==> src/rtl/core/mscd_pkg.sv <==
// types and constants shared by the scan change detector modules
`timescale 1ns / 1ps
`default_nettype none
package mscd_pkg;

	localparam int ROW_W  = 3;
	localparam int REG_W  = 4;
	localparam int BYTE_W = 8;
	localparam int PIN_W  = 9;
	localparam int AROW_W = 2;
	localparam int BIT_W  = 3;

	localparam logic REQ_SCAN    = 1'b0;
	localparam logic REQ_SERVICE = 1'b1;

	localparam logic [BYTE_W-1:0] LEVEL_RESET  = 8'hff;
	localparam logic [BYTE_W-1:0] CHANGE_RESET = 8'h00;

	typedef struct packed {
		logic              kind;
		logic [ROW_W-1:0]  row;
		logic [REG_W-1:0]  reg_idx;
		logic [BYTE_W-1:0] data;
		logic [AROW_W-1:0] arow;
	} cmd_t;

endpackage
`default_nettype wire

==> src/rtl/core/mscd_ram.sv <==
// generic single write port ram with registered read
`timescale 1ns / 1ps
`default_nettype none
module mscd_ram #(
	parameter int WIDTH = 8,
	parameter int DEPTH = 64
) (
	input  wire logic                     clk,
	input  wire logic                     we,
	input  wire logic [$clog2(DEPTH)-1:0] waddr,
	input  wire logic [WIDTH-1:0]         wdata,
	input  wire logic                     re,
	input  wire logic [$clog2(DEPTH)-1:0] raddr,
	output logic      [WIDTH-1:0]         rdata
);

	logic [WIDTH-1:0] mem_q [DEPTH];

	always_ff @(posedge clk) begin
		if (we) begin
			mem_q[waddr] <= wdata;
		end
		if (re) begin
			rdata <= mem_q[raddr];
		end
	end

endmodule
`default_nettype wire

==> src/rtl/core/mscd_front.sv <==
// front end: accepts words, tracks the scan row and classifies into commands
`timescale 1ns / 1ps
`default_nettype none
module mscd_front #(
	parameter int ROWS         = 4,
	parameter int REGS_PER_ROW = 16
) (
	input  wire logic                         clk,
	input  wire logic                         arst_n,
	input  wire logic                         push,
	output logic                              full,
	input  wire logic                         req_type,
	input  wire logic [mscd_pkg::REG_W-1:0]   register_index,
	input  wire logic [mscd_pkg::BYTE_W-1:0]  captured_byte,
	input  wire logic                         row_done,
	input  wire logic [mscd_pkg::AROW_W-1:0]  service_row,
	input  wire logic                         q_full,
	output logic                              q_push,
	output mscd_pkg::cmd_t                    q_cmd
);

	localparam int RW = $clog2(ROWS);

	logic [RW-1:0]              row_q;
	logic [mscd_pkg::ROW_W-1:0] row_ext;
	logic                       accept;
	logic                       reg_ok;
	logic                       row_ok;

	assign full    = q_full;
	assign accept  = push && !q_full;
	assign row_ext = mscd_pkg::ROW_W'(row_q);
	assign reg_ok  = 32'(register_index) < REGS_PER_ROW;
	assign row_ok  = 32'(service_row) < ROWS;

	always_comb begin
		q_cmd.kind    = req_type;
		q_cmd.reg_idx = register_index;
		q_cmd.data    = captured_byte;
		q_cmd.arow    = row_ext[mscd_pkg::AROW_W-1:0];
		if (req_type == mscd_pkg::REQ_SCAN) begin
			q_cmd.row = row_ext;
			q_push    = accept && reg_ok;
		end else begin
			q_cmd.row = mscd_pkg::ROW_W'(service_row);
			q_push    = accept && reg_ok && row_ok;
		end
	end

	always_ff @(posedge clk or negedge arst_n) begin
		if (!arst_n) begin
			row_q <= '0;
		end else if (accept && req_type == mscd_pkg::REQ_SCAN && row_done) begin
			if (32'(row_q) == ROWS - 1) begin
				row_q <= '0;
			end else begin
				row_q <= row_q + RW'(1);
			end
		end
	end

endmodule
`default_nettype wire

==> src/rtl/core/mscd_queue.sv <==
// two entry command queue between front and back end
`timescale 1ns / 1ps
`default_nettype none
module mscd_queue (
	input  wire logic           clk,
	input  wire logic           arst_n,
	input  wire logic           wr_en,
	input  wire mscd_pkg::cmd_t wr_data,
	output logic                full,
	input  wire logic           rd_en,
	output mscd_pkg::cmd_t      rd_data,
	output logic                empty
);

	mscd_pkg::cmd_t mem_q [2];
	logic           wptr_q;
	logic           rptr_q;
	logic [1:0]     cnt_q;
	logic           do_wr;
	logic           do_rd;

	assign full    = cnt_q == 2'd2;
	assign empty   = cnt_q == 2'd0;
	assign do_wr   = wr_en && !full;
	assign do_rd   = rd_en && !empty;
	assign rd_data = mem_q[rptr_q];

	always_ff @(posedge clk) begin
		if (do_wr) begin
			mem_q[wptr_q] <= wr_data;
		end
	end

	always_ff @(posedge clk or negedge arst_n) begin
		if (!arst_n) begin
			wptr_q <= 1'b0;
			rptr_q <= 1'b0;
			cnt_q  <= 2'd0;
		end else begin
			if (do_wr) begin
				wptr_q <= !wptr_q;
			end
			if (do_rd) begin
				rptr_q <= !rptr_q;
			end
			if (do_wr && !do_rd) begin
				cnt_q <= cnt_q + 2'd1;
			end else if (do_rd && !do_wr) begin
				cnt_q <= cnt_q - 2'd1;
			end
		end
	end

endmodule
`default_nettype wire

==> src/rtl/core/mscd_back.sv <==
// back end: level/change memories, read-modify-write and event emission
`timescale 1ns / 1ps
`default_nettype none
module mscd_back #(
	parameter int ROWS         = 4,
	parameter int REGS_PER_ROW = 16
) (
	input  wire logic                         clk,
	input  wire logic                         arst_n,
	input  wire mscd_pkg::cmd_t               q_cmd,
	input  wire logic                         q_empty,
	output logic                              q_pop,
	input  wire logic                         pop,
	output logic                              empty,
	output logic [mscd_pkg::PIN_W-1:0]        pin_number,
	output logic                              pin_level,
	output logic                              last_event,
	output logic [mscd_pkg::AROW_W-1:0]       active_row
);

	localparam int DEPTH = ROWS * REGS_PER_ROW;
	localparam int AW    = $clog2(DEPTH);

	localparam logic [1:0] ST_IDLE = 2'd0;
	localparam logic [1:0] ST_EXEC = 2'd1;
	localparam logic [1:0] ST_EMIT = 2'd2;

	logic [1:0]                  st_q;
	mscd_pkg::cmd_t              cmd_q;
	logic [AW-1:0]               addr_q;
	logic [AW-1:0]               rd_addr;
	logic [DEPTH-1:0]            vld_q;
	logic [mscd_pkg::BYTE_W-1:0] lvl_rd;
	logic [mscd_pkg::BYTE_W-1:0] chg_rd;
	logic [mscd_pkg::BYTE_W-1:0] lvl_eff;
	logic [mscd_pkg::BYTE_W-1:0] chg_eff;
	logic [mscd_pkg::BYTE_W-1:0] lvl_wd;
	logic [mscd_pkg::BYTE_W-1:0] chg_wd;
	logic                        we;
	logic [mscd_pkg::BYTE_W-1:0] mask_q;
	logic [mscd_pkg::BYTE_W-1:0] lvl_q;
	logic [mscd_pkg::BYTE_W-1:0] mask_nx;
	logic [mscd_pkg::BIT_W-1:0]  bit_idx;
	logic [31:0]                 pin_full;
	logic                        out_vld_q;
	logic                        slot_free;
	logic                        emit;

	assign q_pop   = st_q == ST_IDLE && !q_empty;
	assign rd_addr = AW'(32'(q_cmd.row) * REGS_PER_ROW + 32'(q_cmd.reg_idx));

	mscd_ram #(.WIDTH(mscd_pkg::BYTE_W), .DEPTH(DEPTH)) u_lvl_ram (
		.clk   (clk),
		.we    (we),
		.waddr (addr_q),
		.wdata (lvl_wd),
		.re    (q_pop),
		.raddr (rd_addr),
		.rdata (lvl_rd)
	);

	mscd_ram #(.WIDTH(mscd_pkg::BYTE_W), .DEPTH(DEPTH)) u_chg_ram (
		.clk   (clk),
		.we    (we),
		.waddr (addr_q),
		.wdata (chg_wd),
		.re    (q_pop),
		.raddr (rd_addr),
		.rdata (chg_rd)
	);

	// entries never written read as released with no change
	assign lvl_eff = vld_q[addr_q] ? lvl_rd : mscd_pkg::LEVEL_RESET;
	assign chg_eff = vld_q[addr_q] ? chg_rd : mscd_pkg::CHANGE_RESET;
	assign we      = st_q == ST_EXEC;

	always_comb begin
		if (cmd_q.kind == mscd_pkg::REQ_SCAN) begin
			lvl_wd = cmd_q.data;
			chg_wd = chg_eff | (lvl_eff ^ cmd_q.data);
		end else begin
			lvl_wd = lvl_eff;
			chg_wd = mscd_pkg::CHANGE_RESET;
		end
	end

	// lowest set bit of the pending mask
	always_comb begin
		bit_idx = '0;
		for (int i = mscd_pkg::BYTE_W - 1; i >= 0; i--) begin
			if (mask_q[i]) begin
				bit_idx = mscd_pkg::BIT_W'(i);
			end
		end
		mask_nx          = mask_q;
		mask_nx[bit_idx] = 1'b0;
	end

	assign pin_full  = 32'(cmd_q.row) * (REGS_PER_ROW * 8) + 32'(cmd_q.reg_idx) * 8
		+ 32'(bit_idx);
	assign slot_free = !out_vld_q || pop;
	assign emit      = st_q == ST_EMIT && slot_free;
	assign empty     = !out_vld_q;

	always_ff @(posedge clk) begin
		if (q_pop) begin
			cmd_q  <= q_cmd;
			addr_q <= rd_addr;
		end
		if (st_q == ST_EXEC) begin
			mask_q <= chg_eff;
			lvl_q  <= lvl_eff;
		end else if (emit) begin
			mask_q <= mask_nx;
		end
		if (emit) begin
			pin_number <= mscd_pkg::PIN_W'(pin_full);
			pin_level  <= lvl_q[bit_idx];
			last_event <= mask_nx == '0;
			active_row <= cmd_q.arow;
		end
	end

	always_ff @(posedge clk or negedge arst_n) begin
		if (!arst_n) begin
			st_q      <= ST_IDLE;
			vld_q     <= '0;
			out_vld_q <= 1'b0;
		end else begin
			if (we) begin
				vld_q[addr_q] <= 1'b1;
			end
			if (emit) begin
				out_vld_q <= 1'b1;
			end else if (pop) begin
				out_vld_q <= 1'b0;
			end
			case (st_q)
				ST_IDLE: begin
					if (q_pop) begin
						st_q <= ST_EXEC;
					end
				end
				ST_EXEC: begin
					if (cmd_q.kind == mscd_pkg::REQ_SERVICE && chg_eff != '0) begin
						st_q <= ST_EMIT;
					end else begin
						st_q <= ST_IDLE;
					end
				end
				ST_EMIT: begin
					if (emit && mask_nx == '0) begin
						st_q <= ST_IDLE;
					end
				end
				default: begin
					st_q <= ST_IDLE;
				end
			endcase
		end
	end

endmodule
`default_nettype wire

==> src/rtl/core/muxed_input_scan_change_detect.sv <==
// top level of the multiplexed input scan change detector
`timescale 1ns / 1ps
`default_nettype none
// Scan words store one captured byte for the current row and collect sticky
// change bits; a service word takes and clears one entry's change mask and
// yields one toggle word per changed pin, lowest bit first. A scan word passes
// through the back end as a memory read, then a write back; a service word
// then stays in the emit state until its last toggle word is out. The back
// end's read-modify-write of level and change memories sets the pace; a two
// entry command queue lets the front keep taking words meanwhile, and a full
// result register holds the back end until it is popped. No clearing pass
// follows reset: a valid bit per entry makes unwritten entries read as released.
module muxed_input_scan_change_detect #(
	parameter int ROWS         = 4,
	parameter int REGS_PER_ROW = 16
) (
	input  wire logic                         clk,
	input  wire logic                         arst_n,
	input  wire logic                         push,
	output logic                              full,
	input  wire logic                         req_type,
	input  wire logic [mscd_pkg::REG_W-1:0]   register_index,
	input  wire logic [mscd_pkg::BYTE_W-1:0]  captured_byte,
	input  wire logic                         row_done,
	input  wire logic [mscd_pkg::AROW_W-1:0]  service_row,
	output logic                              empty,
	input  wire logic                         pop,
	output logic [mscd_pkg::PIN_W-1:0]        pin_number,
	output logic                              pin_level,
	output logic                              last_event,
	output logic [mscd_pkg::AROW_W-1:0]       active_row
);

	mscd_pkg::cmd_t wr_cmd;
	mscd_pkg::cmd_t rd_cmd;
	logic           q_push;
	logic           q_full;
	logic           q_pop;
	logic           q_empty;

	mscd_front #(.ROWS(ROWS), .REGS_PER_ROW(REGS_PER_ROW)) u_front (
		.clk            (clk),
		.arst_n         (arst_n),
		.push           (push),
		.full           (full),
		.req_type       (req_type),
		.register_index (register_index),
		.captured_byte  (captured_byte),
		.row_done       (row_done),
		.service_row    (service_row),
		.q_full         (q_full),
		.q_push         (q_push),
		.q_cmd          (wr_cmd)
	);

	mscd_queue u_queue (
		.clk     (clk),
		.arst_n  (arst_n),
		.wr_en   (q_push),
		.wr_data (wr_cmd),
		.full    (q_full),
		.rd_en   (q_pop),
		.rd_data (rd_cmd),
		.empty   (q_empty)
	);

	mscd_back #(.ROWS(ROWS), .REGS_PER_ROW(REGS_PER_ROW)) u_back (
		.clk        (clk),
		.arst_n     (arst_n),
		.q_cmd      (rd_cmd),
		.q_empty    (q_empty),
		.q_pop      (q_pop),
		.pop        (pop),
		.empty      (empty),
		.pin_number (pin_number),
		.pin_level  (pin_level),
		.last_event (last_event),
		.active_row (active_row)
	);

endmodule
`default_nettype wire

==> config.mk <==
export PLATFORM = sky130hd
export DESIGN_NAME = muxed_input_scan_change_detect
export DESIGN_NICKNAME = d
export VERILOG_FILES = /design/src/rtl/core/mscd_pkg.sv /design/src/rtl/core/mscd_ram.sv /design/src/rtl/core/mscd_front.sv /design/src/rtl/core/mscd_queue.sv /design/src/rtl/core/mscd_back.sv /design/src/rtl/core/muxed_input_scan_change_detect.sv
export SDC_FILE = /design/constraint.sdc
export NUM_CORES = 2
export LEC_CHECK = 0
export ABC_CLOCK_PERIOD_IN_PS = 5100
export BUFFER_PORTS_ARGS = -buffer_cell sky130_fd_sc_hd__buf_2
export CAP_MARGIN = 20
export CORE_MARGIN = 8
export CORE_UTILIZATION = 59
export CTS_BUF_LIST = sky130_fd_sc_hd__clkbuf_8
export DETAILED_ROUTE_END_ITERATION = 10
export PLACE_DENSITY_LB_ADDON = 0.05
export SKIP_LAST_GASP = 1
export SLEW_MARGIN = 20
export SYNTH_ARGS = -nofsm -noshare
export SYNTH_HDL_FRONTEND = slang
export SYNTH_SLANG_ARGS = --single-unit
export TNS_END_PERCENT = 50
==> constraint.sdc <==
create_clock -name clk -period 5.1 [get_ports clk]
set_clock_uncertainty 0.05 [all_clocks]
set_input_delay 1.275 -clock clk [delete_from_list [all_inputs] [get_ports clk]]
set_output_delay 1.275 -clock clk [all_outputs]
set_load 0.01 [all_outputs]
=== After elaboration in Yosys (flattened, before gate mapping) ===
Memory sizes are Yosys's and may differ from the RTL's. A register that Yosys moved wholly into a read port is not among the register bits.
Index checks and enable logic that the tools add are counted.

* Register bits after elaboration: 125
* RAM bits: 1058
* Output and inout bits: 15
* Memories kept: 3
* Logic and storage cells: 109
* Input bits: 20

* Add/sub/neg operators: 6
* Bitwise operators: 6
* Multiplexer cells: 36
* Magnitude comparators: 4
* Reduce and logical (&&, ||, !) cells: 29
* Eq/ne operators: 6

{| class="wikitable"
|+ Memory list
! name !! words !! width !! read ports !! clocked after Yosys merged registers in !! write ports !! line !! source
|-
| u_back.u_chg_ram.mem_q || 64 || 8 || 1 || 1 || 1 || mscd_ram.sv:17 || <nowiki>logic [WIDTH-1:0] mem_q [DEPTH];</nowiki>
|-
| u_back.u_lvl_ram.mem_q || 64 || 8 || 1 || 1 || 1 || mscd_ram.sv:17 ||
|-
| u_queue.mem_q || 2 || 17 || 1 || 0 || 1 || mscd_queue.sv:15 || <nowiki>mscd_pkg::cmd_t mem_q [2];</nowiki>
|}

{| class="wikitable"
|+ Operators with widths
! kind !! number
|-
| $or A64 B64 Y64 || 1
|-
| $mux W8 || 6
|-
| $mux W3 || 8
|-
| $mux W2 || 7
|-
| $logic_and A1 B1 Y1 || 13
|-
| $mux W1 || 10
|-
| $add A9 B3 Y9 || 1
|-
| $add A9 B7 Y9 || 1
|-
| $and A8 B8 Y8 || 1
|-
| $logic_not A8 Y1 || 1
|-
| $not A8 Y8 || 1
|-
| $or A8 B8 Y8 || 1
|-
| $reduce_bool A8 Y1 || 1
|-
| $xor A8 B8 Y8 || 1
|-
| $logic_not A1 Y1 || 7
|-
| $lt A6 B7 Y1 const B || 1
|-
| $add A6 B4 Y6 || 1
|-
| $bmux W1 S6 || 1
|-
| $demux W1 S6 || 1
|-
| $eq A2 B2 Y1 const B || 3
|-
| $ge A6 B1 Y1 const B || 1
|-
| $pmux W2 S3 || 1
|-
| $reduce_bool A2 Y1 || 3
|-
| $add A2 B1 Y2 const B || 2
|-
| other kinds (11) || 13
|}

=== Longest topological paths before layout ===
* Depth in word-level cells: 18
* Gate-level depth with buffers: 11
* Depth with buffers taken out: 7

=== Hierarchy ===
Synthesis repeated with hierarchy kept, for this count alone.

* Cells, all modules: 2376
* Area total of the unflattened synthesis: 47443.0 um2

{| class="wikitable"
|+ By module, submodules not included
! module !! sequential area each (um2) !! cells each !! area each (um2) !! times used
|-
| mscd_ram || 15615.0 || 940 || 20246.9 || 2
|-
| mscd_back || 3057.9 || 395 || 5146.2 || 1
|-
| mscd_queue || 1181.1 || 75 || 1545.2 || 1
|-
| mscd_front || 50.0 || 26 || 257.7 || 1
|}

=== Worst setup path before layout ===
OpenSTA, ideal clock, no wires.

* Kind: reg2reg
* Start: reg u_back.addr_q[0]
* End: mem u_back.u_chg_ram.mem_q[0][7], data pin
* Path slack: -0.463 ns
* Required time: 4.329 ns
* Setup time: 0.721 ns
* Data arrival time: 4.792 ns
* Stages on the path, launching flop included: 10
* Period minus slack after synthesis: 5.563 ns
* Buffers on the path: 3
* Path through: edfxtp_1 > buf_6 > buf_6 > nand4b_2 > nand2_2 > o41ai_4 > nand2_2 > or4_1 > buf_6 > a211oi_1

* Word-level cells in the longest chain between the ends: 6
* Elaborated cells between the ends (all ways): 7
* Those cells by class: mux (5); bitwise (2)

{| class="wikitable"
|+ RTL lines
! item !! line !! source
|-
| start: declaration || mscd_back.sv:30 || <nowiki>logic [AW-1:0] addr_q;</nowiki>
|-
| start signal: assignment || mscd_back.sv:108 || <nowiki>addr_q <= rd_addr;</nowiki>
|-
| $bmux W1 S6 (*) || mscd_back.sv:73, mscd_back.sv:74 ||
|-
| $mux W1 (implied by the code) (*) || mscd_back.sv:73, mscd_back.sv:74 ||
|-
| $mux W8 || mscd_back.sv:73 || <nowiki>assign lvl_eff = vld_q[addr_q] ? lvl_rd : mscd_pkg::LEVEL_RESET;</nowiki>
|-
| $xor A8 B8 Y8 || mscd_back.sv:80 || <nowiki>chg_wd = chg_eff | (lvl_eff ^ cmd_q.data);</nowiki>
|-
| $or A8 B8 Y8 (*) || mscd_back.sv:80 ||
|-
| $mux W8 (*) || mscd_back.sv:78 || <nowiki>if (cmd_q.kind == mscd_pkg::REQ_SCAN) begin</nowiki>
|-
| named net u_back.chg_wd (one bit) || mscd_back.sv:38 || <nowiki>logic [mscd_pkg::BYTE_W-1:0] chg_wd;</nowiki>
|-
| end: declaration || mscd_ram.sv:17 ||
|}

The timed path passes the listed nets; every way through them passes the cells marked *. The select of a mux whose other input is x is not followed.

=== Worst setup path after layout ===
* Start: reg u_back.addr_q[2]
* End: mem u_back.u_lvl_ram.mem_q[132][7], in the netlist u_back.u_lvl_ram.mem_q[33][7], data pin

* Word-level cells in the longest chain between the ends: 4

{| class="wikitable"
|+ RTL lines
! item !! line !! source
|-
| $bmux W1 S6 || mscd_back.sv:73 ||
|-
| $mux W1 (implied by the code) || mscd_back.sv:73 ||
|-
| $mux W8 || mscd_back.sv:73 ||
|-
| $mux W8 || mscd_back.sv:78 ||
|-
| named net u_back.lvl_wd (one bit) || mscd_back.sv:37 || <nowiki>logic [mscd_pkg::BYTE_W-1:0] lvl_wd;</nowiki>
|-
| end: declaration || mscd_ram.sv:17 ||
|}

The timed path passes the listed nets, and every way through them passes these cells. The select of a mux whose other input is x is not followed.

==> impl_metrics.py <==
metrics = {
    "sta": {
        "fin_hold_ws_ns": 0.411,
        "fin_crit_ns": 4.74,
        "worstMarginPinSlew_ns": 1.04,
        "finalCritPeriodShare_pct": 92.9,
        "relSlewSlack_pct": 30.5,
        "fmax_mhz": 211,
        "final_max_slew_viol_count": 0,
        "rsz0062_at_grt": "no",
        "tns_ns": 0,
        "finalHoldViolCount": 0,
        "setup_viol": 0,
    },
    "logic_synthesis": {
        "syn-cell-area_um2": 48600,
        "syn_avg_cell_area_um2": 17.7,
        "synth-xor-area-share_pct": 0.0902,
        "ys_async_sr_fraction_pct": 6.12,
        "synth_ff_type": "edfxtp_1",
        "synth_simple_gate_area_share_pct": 3.17,
        "muxShareOfSynthArea_pct": 19.7,
        "syn_nets": 2764,
        "synthCells": 2742,
        "ys_seq_area_share_pct": 73.0,
        "synth_top_family_by_area": "multiplexers",
        "yosys_warnings": 0,
        "synth_fa_ha_area_share_pct": 0.0515,
        "synth_largest_area_cell": "edfxtp_1",
        "yosysTopAreaCellShare_pct": 69.3,
        "synth-seq-cells": 1193,
        "synth_area_leaders": "edfxtp_1 (69%), mux2i_1 (16%), dfrtp_1 (3.8%), mux2_2 (3.3%), a22oi_1 (1.0%)",
        "synth_enable_flop_cells": 1120,
        "synth_cell_type_count": 70,
        "synth_compound_area_share_pct": 2.36,
    },
    "power_and_ir_drop": {
        "power.density_nw_per_um2": 606,
        "seq_power_share_pct": 44.0,
        "power_frac_clock_pct": 22.1,
        "p_sw_share_pct": 35.0,
        "intPower_w": 0.0214,
        "switching_power_w": 0.0115,
        "ir_drop_v": 0.000625,
        "power_leakage_nw": 20.4,
        "comb_power_share_pct": 33.8,
    },
    "setup_path": {
        "crit_buf_inv": 3,
        "path_common_cell": "buf_4",
        "cp.required_ns": 5.58,
        "crit_type": "register to register",
        "cp_slowest_cell": "or4_2",
        "crit_arrival_ns": 5.21,
        "critPathMaxFanout": 57,
        "crit_path_end_kind": "register",
        "path_cells": "buf_4 > mux2i_1 > o21ai_0 > a211oi_1 > o22ai_1 > or4_2 > buf_4 > a31oi_4 > buf_4",
        "start_kind": "register",
        "worst_path_largest_cell_delay_ns": 0.94,
        "path_delay_family": "buffers and inverters",
    },
    "routing": {
        "wirelength_mm": 119,
        "vias": 25400,
        "vias_per_cell": 6.06,
        "drc": 0,
        "ant_nets": 0,
        "drt_iter0_markers": 2229,
        "wl_per_cell_um": 28.5,
        "firstDrtPassIters": 6,
    },
    "placed_design": {
        "place_congestion": 0.900,
        "dpl_cell_area_um2": 50900,
        "port_buffers": 34,
        "hpwl_mm": 70.6,
    },
    "grt": {
        "grt_pass1_vias": 25600,
        "antenna_found_initial": 3,
        "grt_start_max_net_pins": 76,
        "grt_pass1_wl_mm": 172,
        "grt_usage_pct": 26.1,
        "gr-total-overflow": 0,
    },
    "final_layout": {
        "area_growth_pct": 11.9,
        "nNetsFinal": 2987,
        "multiInputGateArea_um2": 12600,
        "n_fill_cell": 5661,
        "fin_area_um2": 54300,
        "final_core_util_pct": 66.4,
        "drive_gt1_share_pct": 21.1,
        "regArea_um2": 35500,
    },
    "floorplan": {
        "rows": 105,
        "die_area_um2": 91700,
        "die_w_um": 303,
        "chipHeight_um": 303,
        "coreArea_um2": 81800,
        "num_io_pins": 35,
        "start_util_pct": 59.3,
    },
    "clock_network": {
        "post_cts_resized": 0,
        "cts_root_buffer": "clkbuf_8",
        "insertion_delay_ns": 0.83,
        "cts_buffer_depth": 3,
        "cts_htree_levels": 4,
        "cts_setup_buffers": 0,
        "clk_pin_slew_ns": 0.06,
        "cts_buffers": 185,
        "cts_tree": "built",
        "hold_buffers": 0,
        "cts_num_sinks": 1193,
    },
    "min_path": {
        "hold_path.class": "register to register",
    },
    "flow_run": {
        "drv_cap": 0,
    },
    "run_status": {
        "status": "completed",
    },
}
==> Yosys cell counts, types with 3 or more instances <==
| cell type | count |
|---|---|
| a211o_1 | 3 |
| a211oi_1 | 7 |
| a211oi_2 | 4 |
| a21oi_1 | 9 |
| a22oi_1 | 66 |
| a31o_2 | 9 |
| a31oi_1 | 10 |
| and3_1 | 7 |
| buf_1 | 15 |
| buf_2 | 69 |
| buf_4 | 3 |
| buf_6 | 5 |
| clkbuf_1 | 43 |
| dfrtp_1 | 73 |
| edfxtp_1 | 1120 |
| inv_1 | 29 |
| mux2_2 | 144 |
| mux2i_1 | 783 |
| nand2_1 | 26 |
| nand2b_1 | 7 |
| nand3_1 | 19 |
| nand3b_1 | 13 |
| nand4_1 | 18 |
| nor2_1 | 94 |
| nor2b_1 | 4 |
| nor3_1 | 10 |
| nor4_1 | 11 |
| o211ai_1 | 3 |
| o21ai_0 | 8 |
| o22ai_1 | 6 |
| o31ai_1 | 4 |
| or2_2 | 66 |
| or3_1 | 3 |
| or3b_2 | 3 |
| xor2_1 | 3 |
==> sequential cells by signal (all words and copies together), names as in the netlist, 2 cells and up <==
name and cells:
u_back.u_chg_ram.mem_q 512, u_back.u_lvl_ram.mem_q 512, u_back.vld_q 64, u_queue.mem_q 34
u_back.cmd_q 11, u_back.pin_number 9, u_back.lvl_q 8, u_back.mask_q 8
u_back.u_chg_ram.rdata 8, u_back.u_lvl_ram.rdata 8, u_back.addr_q 6, u_back.active_row 2
u_back.st_q 2, u_front.row_q 2, u_queue.cnt_q 2
==> cells in the final DEF, fill, tap and decap left out, drive strengths merged, types with 67 or more instances in the layout <==
master  instances
buf           173
clkbuf        191
clkinv         68
dfrtp          73
edfxtp       1120
inv           104
mux2          144
mux2i         783
nor2           94
or2            67
==> metal layers <==
layer / GRT usage [%] / part of all wire, %
met4: 9.29 / 3.3
met5: 0 / 0.0067
met3: 4.88 / 6.4
met1: 35.2 / 42
met2: 42.7 / 49
==> cell type report <==
type                            instances  area share, %
Clock buffer                          191           4.84
Tap cell                             1070           2.46
Sequential cell                      1193           65.3
Multi-Input combinational cell       1380           23.1
Inverter                               32          0.237
Timing Repair Buffer                  173           2.62
Antenna cell                            3         0.0138
Clock inverter                        145           1.41
==> cell families after synthesis <==
family | count (synthesis)
flops | 1193
mux | 931
simple gates | 293
buf+inv | 169
compound gates | 149
xor+xnor | 5
fa+ha+maj | 2
==> worst paths after layout <==
| kind | from | end | cells past startpoint | slack [ns] |
|---|---|---|---|---|
| max | u_back.addr_q[2]$_DFFE_PP_ | u_back.u_lvl_ram.mem_q[33][7]$_DFFE_PP_ | 9 | 0.36 |
| min | u_back.vld_q[10]$_DFFE_PN0P_ | u_back.vld_q[10]$_DFFE_PN0P_ | 1 | 0.41 |
| max reg2reg | u_back.addr_q[2]$_DFFE_PP_ | u_back.u_lvl_ram.mem_q[33][7]$_DFFE_PP_ | 9 | 0.36 |
| min reg2reg | u_back.vld_q[10]$_DFFE_PN0P_ | u_back.vld_q[10]$_DFFE_PN0P_ | 1 | 0.41 |
| max in group asynchronous | arst_n | u_back.vld_q[51]$_DFFE_PN0P_ | 1 | 4.04 |
| min in group asynchronous | arst_n | u_queue.cnt_q[1]$_DFFE_PN0P_ | 1 | 0.44 |
==> power groups by stage <==
stage | clock network, W | registers [W] | logic [W]
global route | 0.00785 | 0.0146 | 0.0118
detailed placement | 0 | 0.0147 | 0.0111
CTS | 0.00743 | 0.0145 | 0.0112
floorplan | 0 | 0.0145 | 0.00702
finish | 0.00729 | 0.0145 | 0.0111
global placement | 0 | 0.0146 | 0.0108
==> metrics by stage <==
stage               setup slack [ns]  std cells  power (W)
finish                         0.364       4187     0.0329
floorplan                     -0.463       2742     0.0216
detailed placement             0.464       3847     0.0258
CTS                            0.446       4183     0.0331
global route                   0.196       4185     0.0342
global placement               0.410       3846     0.0255
Note: power is estimated with default switching activity, not from simulation.
